==> config.mk <==
export PLATFORM = sky130hd
export DESIGN_NAME = backlog_fifo_watermark_backpressure
export DESIGN_NICKNAME = d
export VERILOG_FILES = /design/src/design/blfifo_pkg.sv /design/src/design/backlog_fifo_watermark_backpressure.sv
export SDC_FILE = /design/constraint.sdc
export NUM_CORES = 1
export LEC_CHECK = 0
export BUFFER_PORTS_ARGS = -buffer_cell sky130_fd_sc_hd__clkbuf_2
export CAP_MARGIN = 5
export CORE_ASPECT_RATIO = 1.75
export CORE_UTILIZATION = 45
export CTS_CLUSTER_SIZE = 20
export DETAILED_ROUTE_END_ITERATION = 6
export HOLD_SLACK_MARGIN = 0.15
export SYNTH_ARGS = -nofsm -noshare
export SYNTH_HDL_FRONTEND = slang
export SYNTH_SLANG_ARGS = --single-unit
==> constraint.sdc <==
create_clock -name clk_i -period 27.6 [get_ports clk_i]
set_clock_uncertainty 0.05 [all_clocks]
set_input_delay 5.52 -clock clk_i [delete_from_list [all_inputs] [get_ports clk_i]]
set_output_delay 5.52 -clock clk_i [all_outputs]
set_load 0.03 [all_outputs]
==> src/design/blfifo_pkg.sv <==
// Package for the backlog FIFO with watermark backpressure.
// Holds the event kinds, register map and reset constants.
// No dependencies.
`timescale 1ns / 1ps

package blfifo_pkg;

  // Default number of backlog entries
  localparam int unsigned BacklogDepthDef = 16;

  // Field widths
  localparam int unsigned RefW   = 16;
  localparam int unsigned SeqW   = 32;
  localparam int unsigned ChunkW = 32;
  localparam int unsigned UpperW = 5;
  localparam int unsigned LowerW = 4;

  // Threshold register reset values
  localparam logic [UpperW-1:0] UpperRst = 5'd1;
  localparam logic [LowerW-1:0] LowerRst = 4'd0;

  // Register map (index taken from paddr[2])
  typedef enum logic {
    REG_UPPER = 1'b0,
    REG_LOWER = 1'b1
  } reg_idx_e;

  // Event kinds
  typedef enum logic [1:0] {
    KIND_FULL   = 2'd0,
    KIND_OK     = 2'd1,
    KIND_DRAIN  = 2'd2,
    KIND_UNUSED = 2'd3
  } kind_e;

endpackage

==> src/design/backlog_fifo_watermark_backpressure.sv <==
// Backlog FIFO of buffer descriptors with a pending-retry tag and
// hysteresis backpressure. Depends on blfifo_pkg.
`timescale 1ns / 1ps

// Usage:
//   Events enter on start/kind_i with the buffer fields; busy is always low,
//   so one event can be issued every clock cycle.
//   Each event yields exactly one result via the input and result registers:
//   done_o pulses for one cycle with the result fields on their ports. The
//   receiver cannot stall; results must be taken in the cycle they appear.
//   Stage one registers the event, stage two reads the FIFO head, updates
//   pointers, count, pending tag and pressure flag, and registers the result.
//   The FIFO head entry is prefetched into a read register from the storage
//   array (one write port at the tail, one registered read port at the next
//   head), with a bypass when the written entry becomes the head.
//   Thresholds are set over the APB-style port (upper 0x0, lower 0x4) by the
//   user only while no event is in flight; not enforced. pready is tied high.
//   Reset clears pointers, count, pending tag, pressure flag and thresholds
//   (upper 1, lower 0) at once; the storage array needs no clearing since
//   only counted entries are ever read.
//   Throughput: one event per cycle.
module backlog_fifo_watermark_backpressure
  import blfifo_pkg::*;
#(
  parameter int unsigned BACKLOG_DEPTH = BacklogDepthDef,
  localparam int unsigned PtrW = (BACKLOG_DEPTH > 1) ? $clog2(BACKLOG_DEPTH) : 1,
  localparam int unsigned CntW = $clog2(BACKLOG_DEPTH + 1)
) (
  input  logic              clk_i,
  input  logic              rst_ni,
  // event channel
  input  logic              start,
  output logic              busy,
  input  logic [1:0]        kind_i,
  input  logic [RefW-1:0]   buffer_ref_i,
  input  logic [SeqW-1:0]   seq_number_i,
  input  logic [ChunkW-1:0] chunk_number_i,
  // result channel
  output logic              done_o,
  output logic              out_valid_o,
  output logic [RefW-1:0]   out_ref_o,
  output logic [SeqW-1:0]   out_seq_o,
  output logic [ChunkW-1:0] out_chunk_o,
  output logic              apply_pulse_o,
  output logic              release_pulse_o,
  output logic              pressure_on_o,
  output logic [CntW-1:0]   backlog_count_o,
  output logic              backlog_empty_o,
  output logic              overflow_o,
  // configuration port
  input  logic              psel,
  input  logic              penable,
  input  logic              pwrite,
  input  logic [2:0]        paddr,
  input  logic [31:0]       pwdata,
  output logic [31:0]       prdata,
  output logic              pready
);

  localparam int unsigned CmpW  = (CntW > UpperW) ? CntW : UpperW;
  localparam int unsigned EntW  = RefW + SeqW + ChunkW;
  localparam logic [PtrW-1:0] LastIdx = PtrW'(BACKLOG_DEPTH - 1);
  localparam logic [CntW-1:0] FullCnt = CntW'(BACKLOG_DEPTH);

  // ---------------- configuration registers ----------------
  logic [UpperW-1:0] upper_q;
  logic [LowerW-1:0] lower_q;
  reg_idx_e          reg_idx;

  assign reg_idx = reg_idx_e'(paddr[2]);
  assign pready  = 1'b1;

  always_ff @(posedge clk_i or negedge rst_ni) begin
    if (!rst_ni) begin
      upper_q <= UpperRst;
      lower_q <= LowerRst;
    end else if (psel && penable && pwrite) begin
      case (reg_idx)
        REG_UPPER: upper_q <= pwdata[UpperW-1:0];
        REG_LOWER: lower_q <= pwdata[LowerW-1:0];
        default: ;
      endcase
    end
  end

  always_comb begin
    case (reg_idx)
      REG_UPPER: prdata = 32'(upper_q);
      REG_LOWER: prdata = 32'(lower_q);
      default:   prdata = '0;
    endcase
  end

  // ---------------- input register ----------------
  assign busy = 1'b0;

  logic              in_v_q;
  kind_e             kind_q;
  logic [RefW-1:0]   ref_q;
  logic [SeqW-1:0]   seq_q;
  logic [ChunkW-1:0] chunk_q;

  always_ff @(posedge clk_i or negedge rst_ni) begin
    if (!rst_ni) begin
      in_v_q <= 1'b0;
    end else begin
      in_v_q <= start;
    end
  end

  always_ff @(posedge clk_i) begin
    if (start) begin
      kind_q  <= kind_e'(kind_i);
      ref_q   <= buffer_ref_i;
      seq_q   <= seq_number_i;
      chunk_q <= chunk_number_i;
    end
  end

  // ---------------- backlog state ----------------
  logic [PtrW-1:0]   head_q, head_d, tail_q, tail_d;
  logic [CntW-1:0]   cnt_q, cnt_d;
  logic              pend_v_q, pend_v_d;
  logic [SeqW-1:0]   pend_seq_q, pend_seq_d;
  logic [ChunkW-1:0] pend_chunk_q, pend_chunk_d;
  logic              press_q, press_d;

  // storage and prefetched head entry
  logic [EntW-1:0]   mem [BACKLOG_DEPTH];
  logic [EntW-1:0]   head_ent_q;
  logic [EntW-1:0]   in_ent;
  logic              push;

  assign in_ent = {ref_q, seq_q, chunk_q};

  // ---------------- event logic ----------------
  logic              match, push_ok, pop, ovf, apply, rel;
  logic [CntW-1:0]   cnt_push;
  logic [EntW-1:0]   pop_ent, res_ent;
  logic              res_v;

  always_comb begin
    head_d       = head_q;
    tail_d       = tail_q;
    cnt_d        = cnt_q;
    pend_v_d     = pend_v_q;
    pend_seq_d   = pend_seq_q;
    pend_chunk_d = pend_chunk_q;
    press_d      = press_q;
    push         = 1'b0;
    pop          = 1'b0;
    ovf          = 1'b0;
    apply        = 1'b0;
    rel          = 1'b0;
    res_v        = 1'b0;
    res_ent      = '0;
    match        = pend_v_q && (seq_q == pend_seq_q) && (chunk_q == pend_chunk_q);
    push_ok      = (cnt_q != FullCnt);
    cnt_push     = cnt_q + CntW'(push_ok);
    // an empty backlog pops the entry pushed by this same event
    pop_ent      = (cnt_q == '0) ? in_ent : head_ent_q;

    if (in_v_q) begin
      case (kind_q)
        KIND_FULL: begin
          if (match) begin
            res_v   = 1'b1;
            res_ent = in_ent;
          end else begin
            push = push_ok;
            ovf  = !push_ok;
            if (!press_q && (CmpW'(cnt_push) >= CmpW'(upper_q))) begin
              press_d = 1'b1;
              apply   = 1'b1;
            end
            if (!pend_v_q && (cnt_push != '0)) begin
              pop          = 1'b1;
              res_v        = 1'b1;
              res_ent      = pop_ent;
              pend_v_d     = 1'b1;
              pend_seq_d   = pop_ent[SeqW+ChunkW-1:ChunkW];
              pend_chunk_d = pop_ent[ChunkW-1:0];
            end
          end
        end
        KIND_OK: begin
          pend_v_d     = 1'b0;
          pend_seq_d   = '0;
          pend_chunk_d = '0;
          if (press_q && (CmpW'(cnt_q) <= CmpW'(lower_q))) begin
            press_d = 1'b0;
            rel     = 1'b1;
          end
          if (cnt_q != '0) begin
            pop     = 1'b1;
            res_v   = 1'b1;
            res_ent = head_ent_q;
          end
        end
        KIND_DRAIN: begin
          if (cnt_q != '0) begin
            pop     = 1'b1;
            res_v   = 1'b1;
            res_ent = head_ent_q;
          end
        end
        default: ;
      endcase
    end

    // pointer and count update
    if (push) begin
      tail_d = (tail_q == LastIdx) ? '0 : tail_q + PtrW'(1);
    end
    if (pop) begin
      head_d = (head_q == LastIdx) ? '0 : head_q + PtrW'(1);
    end
    cnt_d = cnt_q + CntW'(push) - CntW'(pop);
  end

  // state registers
  always_ff @(posedge clk_i or negedge rst_ni) begin
    if (!rst_ni) begin
      head_q       <= '0;
      tail_q       <= '0;
      cnt_q        <= '0;
      pend_v_q     <= 1'b0;
      pend_seq_q   <= '0;
      pend_chunk_q <= '0;
      press_q      <= 1'b0;
    end else begin
      head_q       <= head_d;
      tail_q       <= tail_d;
      cnt_q        <= cnt_d;
      pend_v_q     <= pend_v_d;
      pend_seq_q   <= pend_seq_d;
      pend_chunk_q <= pend_chunk_d;
      press_q      <= press_d;
    end
  end

  // storage write at the tail
  always_ff @(posedge clk_i) begin
    if (push) begin
      mem[tail_q] <= in_ent;
    end
  end

  // prefetch the entry at the next head, forwarding a write to that slot
  always_ff @(posedge clk_i) begin
    if (push && (tail_q == head_d)) begin
      head_ent_q <= in_ent;
    end else begin
      head_ent_q <= mem[head_d];
    end
  end

  // ---------------- result register ----------------
  always_ff @(posedge clk_i or negedge rst_ni) begin
    if (!rst_ni) begin
      done_o <= 1'b0;
    end else begin
      done_o <= in_v_q;
    end
  end

  always_ff @(posedge clk_i) begin
    if (in_v_q) begin
      out_valid_o     <= res_v;
      out_ref_o       <= res_ent[EntW-1:SeqW+ChunkW];
      out_seq_o       <= res_ent[SeqW+ChunkW-1:ChunkW];
      out_chunk_o     <= res_ent[ChunkW-1:0];
      apply_pulse_o   <= apply;
      release_pulse_o <= rel;
      pressure_on_o   <= press_d;
      backlog_count_o <= cnt_d;
      backlog_empty_o <= (cnt_d == '0);
      overflow_o      <= ovf;
    end
  end

endmodule

Word-level counts from Yosys, hierarchy flattened
Memories as Yosys holds them, arrays and structs flattened. A register that Yosys moved wholly into a read port is not among the register bits.
Cells that the tools add are included.
Widths: inputs -> output; s select.
{ "classes": {"n_eq_ne": 9, "n_lt_le_gt_ge": 2, "n_addsub": 5, "muxes": 37, "n_reduce_logical": 21, "bitwise_logic": 2} }
{ "ops": {"columns": ["cell", "count"], "rows": [
  ["$mux 80", 4],
  ["$pmux 32 s2", 3],
  ["$pmux 80 s2", 1],
  ["$mux 32", 4],
  ["$eq 32x32->1", 2],
  ["$mux 1", 18],
  ["$mux 4", 3],
  ["$add 5x1->5", 2],
  ["$logic_not 5->1", 2],
  ["$reduce_bool 5->1", 2],
  ["$add 4x1->4 const B", 2],
  ["$eq 4x4->1 const B", 2],
  ["$pmux 1 s2", 4],
  ["$logic_and 1x1->1", 7],
  ["$ge 5x5->1", 1],
  ["$le 5x4->1", 1],
  ["$ne 5x5->1 const B", 1],
  ["$sub 5x1->5", 1],
  ["$ne 2x2->1 const B", 2],
  ["$reduce_and 2->1", 2],
  ["$reduce_and 4->1", 1],
  ["$reduce_or 2->1", 2],
  ["$logic_not 1->1", 3],
  ["$eq 2x1->1 const B", 1],
  ["4 further kinds", 5]
]} }
{ "totals": {"elab_cells": 102, "inputBits": 123, "regBits": 263, "output_inout_bits": 126, "ramBits": 1280, "n_memories": 1} }
{ "memory_table": {"columns": ["name", "words", "word_bits", "read_ports", "rd_clocked_by_memory_dff", "wr", "line_no", "text"], "rows": [
  ["mem", 16, 80, 1, 1, 1, "backlog_fifo_watermark_backpressure.sv:129", "logic [EntW-1:0] mem [BACKLOG_DEPTH];"]
]} }

Longest topological paths before layout
Gate-level depths: netlist of the first run.
{ "depth": {"word_depth": 10, "mapped_depth": 22} }

Worst setup path after synthesis of the first run
Ideal clock, no wire load.
{ "synth_timing": {"path_kind": "input to output", "startpoint": "in paddr[2]", "endpoint": "out prdata[1]", "path_stages": 2, "setup_slack_ns": 15.625, "n_path_buf": 1, "arrival_ns": 6.405, "cell_sequence": "clkbuf_1 -> o21ai_0"} }
{ "synth_between": {"elab_chain_cells": 2} }
{ "synth_rtl": {"columns": ["item", "line_no", "text"], "rows": [
  ["start, declared", "backlog_fifo_watermark_backpressure.sv:54", "input logic [2:0] paddr,"],
  ["$not 1->1", null, null],
  ["$pmux 32 s2 (*)", "backlog_fifo_watermark_backpressure.sv:87", "case (reg_idx)"],
  ["end, declared", "backlog_fifo_watermark_backpressure.sv:56", "output logic [31:0] prdata,"]
]} }
Every way passes the cells marked *; elsewhere a longest branch is shown, timed or not. The select of a mux whose other input is x is not followed.

Final worst setup path of the first run
{ "layout_timing": {"startpoint": "in paddr[2]", "endpoint": "out prdata[0]"} }
The elaborated chain is that of the path after synthesis.

==> reports/results.tsv, run 1 <==
metric	value	unit
outcome	complete, no violations	
drt pass-1 iters	7	
buffer count from post-CTS setup fixing	0	
EDFF count, synth	1453	
Root Driver	clkbuf_16	
setup tns final	0	ns
Hold Crit Depth	2	
post_cts resized	0	
Synth Register Bits	1547	
XOR/XNOR share of the synthesized area	0.678	%
hold_buf cts	0	
Post-DRT Antenna Nets	0	
DIE AREA	0.137	sq mm
largest fanout on the critical path	10	
Worst EP arrival	6.23	ns
mapped cell area	0.0607	sq mm
WS Path Type	in -> out	
fin. max-slew vios	0	
vias in the first global route	32215	
Fmax achieved	84.8	MHz
top cells by area, synth	edfxtp_1 (72%), mux4_2 (10%), dfrtp_1 (3.7%)	
simple-gate portion of the synthesized area	2.89	%
number of port buffers	190	
Worst-Skew Late Latency	0.78	ns
Yosys warnings	0	
Leakage Power	0.0229	uW
worst r2r src	cnt_q[2]	
CP startpoint kind	primary input	
Post-Syn Instances	3176	
Die Span Y	488	um
reg2reg setup slack	22.20	ns
fillers	10832	
drt first-iter violations	3160	
slew of the pin with the lowest slew margin	1.13	ns
Vias/cell	5.96	
worst min-delay path startpoint	pend_chunk_q[0]	
CP Capture Type	output port	
CTS tree	yes	
area share of fa/ha/maj cells after synthesis	0.589	%
fin nets	3566	
final setup vio count	0	
layout cell share with drive strength beyond 1	23.6	%
leading area contributor after synthesis	edfxtp_1	
Area growth syn-to-layout	12.8	%
final worst path period share	42.7	%
row cnt	178	
ys flop type	edfxtp_1	
commonest cells after routing, fill and taps aside	edfxtp_1 (1453), mux4_2 (272), nand2_1 (190)	
minimum clock period	11.80	ns
PwrDens	98.7	mW/mm^2
min-delay worst type	reg -> reg	
max-cap violations	0	
RSZ-0062 raised after global routing	false	
total number of vias	31727	
first-pass GRT wire length	226000	um
DRC	0	
Final Wtd Congestion	0.813	
main combinational cell family by area after synthesis	multiplexers	
Initial Utilization	45.3	%
mux contribution to synthesized area	11.9	%
Avg Cell Area, Syn	19.1	sq um
Synth cell types	72	
Worst-path clk slew	0.06	ns
total CTS buffers	139	
Core Area	0.134	sq mm
Peak VDD IR	0.105	mV
# IOs	249	
detailed placement HPWL	84700	um
WL final	157000	um
slew margin rel.	24.9	%
Seq/Total Area, Yosys	75.7	%
capture point of the worst reg-to-reg path	out_seq_o[3]	
WHS Endpoint	pend_chunk_q[0]	
grt ovf	0	
TritonCTS sink count	1547	
Die W	280	um
CTS H-tree lvls	4	
initial antenna violation count	3	
post-detailed-route wirelength per cell	29.5	um
largest net degree at the start of global routing	138	
most common cell after layout, fill and taps aside	edfxtp_1	
Compound-Gate Fraction of Synth Area	6.30	%
GR Util All Layers	23.2	%
ys async rst share	5.82	%
Synth top area share	71.8	%
Hold Fails Final Rpt	0	
Fin Hold WS	0.444	ns
CTS Buffer Depth	3	
Worst EP required	22.03	ns
R2R depth	13	
-- worst max-delay path by stage --
stage                        start         to  slack (ns)  depth (start not counted)
after floorplan           paddr[2]  prdata[1]       15.63                          2
after detailed placement  paddr[2]  prdata[0]       15.81                          3
final                     paddr[2]  prdata[0]       15.80                          3
after global routing      paddr[2]  prdata[0]       15.78                          3
after global placement    paddr[2]  prdata[0]       15.81                          3
after CTS                 paddr[2]  prdata[0]       15.80                          3
-- flip-flops by register name, summed over array words and instances (netlist names), 5 cells and up, named ones only --
name             count
backlog_count_o      5
cnt_q                5
seq_q               32
upper_q              5
mem               1280
chunk_q             32
pend_seq_q          32
ref_q               16
out_ref_o           16
out_seq_o           32
out_chunk_o         32
pend_chunk_q        32
-- critical path: stages --
cell and delay [ns]:
clkbuf_2 0.18, mux2_2 0.35, clkbuf_2 0.18
-- per-layer routing --
layer	global-route usage, %	vias up	wire length [um]	share of wire [%]
li1	-	13405	-	-
met1	30.7	16832	62200	40
met2	39.4	1259	80300	51
met3	3.70	231	10100	6.4
met4	7.30	0	4280	2.7
met5	0	-	0	0
-- report_power, final --
| group | switching, uW | internal [uW] |
|---|---|---|
| Clock | 869 | 1090 |
| Combinational | 1150 | 757 |
| Sequential | 138 | 2760 |
| Total | 2160 | 4610 |
-- per-stage QoR --
step	worst slack, ns	total power (uW)	instance area (sq um)	instances	utilization (%)
6_report	15.80	6760	68500	5325	51.1
5_1_grt	15.78	7040	68500	5325	51.1
4_1_cts	15.80	6820	68500	5324	51.1
3_5_place_dp	15.81	4870	63900	5074	47.7
3_3_place_gp	15.81	4860	63900	5074	47.7
2_1_floorplan	15.63	4270	60800	3203	-
-- cells by family after synthesis --
| logic type | after synthesis |
|---|---|
| flops | 1547 |
| compound gates | 550 |
| mux | 383 |
| simple gates | 368 |
| buf+inv | 251 |
| xor+xnor | 47 |
| fa+ha+maj | 28 |
| other cells | 2 |
-- cell usage after synthesis (36+ instances only) --
master,count
inv_1,39
a22oi_1,128
mux4_2,272
buf_2,56
a21oi_1,146
xnor2_1,36
mux2i_1,97
clkbuf_1,102
a311oi_1,40
edfxtp_1,1453
dfrtp_1,89
nand2_1,191
a221oi_1,49
nor2_1,46
o21ai_0,61
buf_4,36
-- final cells by class --
cell class / instances / area, sq um / share of cell area (%)
inverters: 39 / 146 / 0.214
multi-input cells: 1405 / 13900 / 20.3
repair buffers: 283 / 1680 / 2.45
flip-flops and latches: 1547 / 46000 / 67.1
diodes: 1 / 2.50 / 0.00365
clock inverters: 74 / 800 / 1.17
clock buffers: 176 / 3770 / 5.50
well taps: 1800 / 2250 / 3.29
No activity file was read; power rests on OpenSTA's default activity.
==> run 2, diff against run 1 <==
==> constraint.sdc (replaced) <==
create_clock -name clk_i -period 9.65 [get_ports clk_i]
set_clock_uncertainty 0.05 [all_clocks]
set_input_delay 1.93 -clock clk_i [delete_from_list [all_inputs] [get_ports clk_i]]
set_output_delay 1.93 -clock clk_i [all_outputs]
set_load 0.03 [all_outputs]
==> reports/results.tsv, run 2 (same netlist as run 1, synthesis figures left out) <==
metric	value	unit	change
Post-DRT Antenna Nets	0		unchanged
final setup vio count	0		unchanged
WS Path Type	reg -> reg		
crit path launch	cnt_q[2]		
CTS H-tree lvls	4		unchanged
Worst EP required	10.06	ns	-11.97 ns
slew of the pin with the lowest slew margin	1.23	ns	+0.106 ns
CTS Buffer Depth	3		unchanged
R2R depth	13		unchanged
largest net degree at the start of global routing	109		-21%
fin. max-slew vios	0		unchanged
max-cap violations	0		unchanged
Worst-Skew Late Latency	0.78	ns	about the same
Final Wtd Congestion	0.837		+2.9%
worst r2r src	cnt_q[2]		
capture point of the worst reg-to-reg path	out_chunk_o[2]		
RSZ-0062 raised after global routing	false		
Leakage Power	0.0229	uW	+0.14%
largest fanout on the critical path	51		+41
crit path capture	out_chunk_o[2]		
CTS tree	yes		
layout cell share with drive strength beyond 1	23.5	%	about the same
WL final	158000	um	+0.77%
number of flip-flops in the largest register	1280		unchanged
post-detailed-route wirelength per cell	29.6	um	+0.63%
fin nets	3568		+0.056%
buffer count from post-CTS setup fixing	0		unchanged
# IOs	249		unchanged
PwrDens	283	mW/mm^2	+190%
Pwr Total	19400	uW	+190%
Area growth syn-to-layout	12.9	%	
Most flops, register	mem		
slew margin rel.	17.8	%	-7.1 points
first-pass GRT wire length	227000	um	+0.32%
final worst path period share	54.3	%	
Die Span Y	488	um	unchanged
min-delay worst type	reg -> reg		
DIE AREA	0.137	sq mm	unchanged
outcome	complete, no violations		
most common cell after layout, fill and taps aside	edfxtp_1		
DRC	0		unchanged
Worst-path clk slew	0.06	ns	about the same
row cnt	178		unchanged
TritonCTS sink count	1547		unchanged
CP startpoint kind	flip-flop		
GR Util All Layers	23.4	%	+0.11 points
Worst EP arrival	5.65	ns	-0.58 ns
Core Area	0.134	sq mm	unchanged
detailed placement HPWL	85700	um	+1.2%
drt pass-1 iters	6		-1
Peak VDD IR	0.370	mV	+250%
Initial Utilization	45.3	%	unchanged
total CTS buffers	141		+1.4%
Fmax achieved	191	MHz	
Hold Fails Final Rpt	0		unchanged
reg2reg setup slack	4.41	ns	-17.79 ns
Die W	280	um	unchanged
CP Capture Type	flip-flop		
initial antenna violation count	6		+3
Root Driver	clkbuf_16		
Fin Hold WS	0.442	ns	-0.00204 ns
post-route core utilization	51.2	%	+0.062 points
drt first-iter violations	2875		-9.0%
hold_buf cts	0		unchanged
minimum clock period	5.24	ns	
total number of vias	31751		+0.076%
Vias/cell	5.95		about the same
vias in the first global route	32279		+0.20%
number of port buffers	190		unchanged
post_cts resized	0		unchanged
grt ovf	0		unchanged
commonest cells after routing, fill and taps aside	edfxtp_1 (1453), mux4_2 (272), nand2_1 (190)		
-- run 2: changes by cell type in the layout (fill, tap and decap cells not counted), sizes merged --
cell / delta
clkinv: +5
bufinv: +3
clkbuf: -2
clkinvlp: +1
-- run 2: metrics by stage --
| step | worst slack, ns | instances | cell area [sq um] | setup TNS [ns] |
|---|---|---|---|---|
| after floorplan | -1.70 | 3203 | 60800 | -2040.19 |
| after global placement | 4.61 | 5074 | 63900 | 0 |
| after detailed placement | 4.54 | 5074 | 63900 | 0 |
| after CTS | 4.50 | 5331 | 68600 | 0 |
| after global routing | 4.17 | 5332 | 68600 | 0 |
| final | 4.41 | 5332 | 68600 | 0 |
-- run 2: worst min path at each step --
stage | start | endpoint | slack (ns) | cells past startpoint
2_1_floorplan | pend_chunk_q[7] | pend_chunk_q[7] | 0.39 | 2
3_3_place_gp | pend_chunk_q[0] | pend_chunk_q[0] | 0.42 | 2
3_5_place_dp | pend_seq_q[5] | pend_seq_q[5] | 0.43 | 2
4_1_cts | pend_seq_q[5] | pend_seq_q[5] | 0.44 | 2
5_1_grt | upper_q[3] | upper_q[3] | 0.46 | 1
6_report | pend_seq_q[5] | pend_seq_q[5] | 0.44 | 2
-- run 2: critical path, cell delays in order, from the launching register on --
cell and delay [ns]:
dfrtp_1 0.49, inv_1 0.16, ha_1 0.18, nand3_1 0.15, ha_1 0.26, ha_1 0.23, and3b_1 0.19, or3_1 0.36
a41oi_2 0.41, nor2_1 0.14, nor2_4 0.71, buf_4 0.64, a21oi_1 0.14, a311oi_1 0.72
-- run 2: where the power goes --
| group | internal, uW | switching, uW | leakage [uW] |
|---|---|---|---|
| clock network | 3180 | 2510 | 0.00228 |
| registers | 7900 | 374 | 0.0144 |
| logic | 2160 | 3290 | 0.00620 |
-- run 2: per-layer routing --
metal / up-vias / global-route usage (%) / routed length [um]
li1: 13396 / - / -
met5: - / 0 / 13
met2: 1224 / 40.8 / 82100
met4: 2 / 6.94 / 4030
met3: 232 / 3.22 / 9030
met1: 16897 / 30.3 / 62900
-- run 2: area by class of cell --
class,count,area [sq um]
well taps,1800,2250
repair buffers,283,1690
diodes,1,2.50
clock buffers,174,3730
clock inverters,83,912
fillers,10868,65500
multi-input cells,1405,13900
flip-flops and latches,1547,46000
inverters,39,146
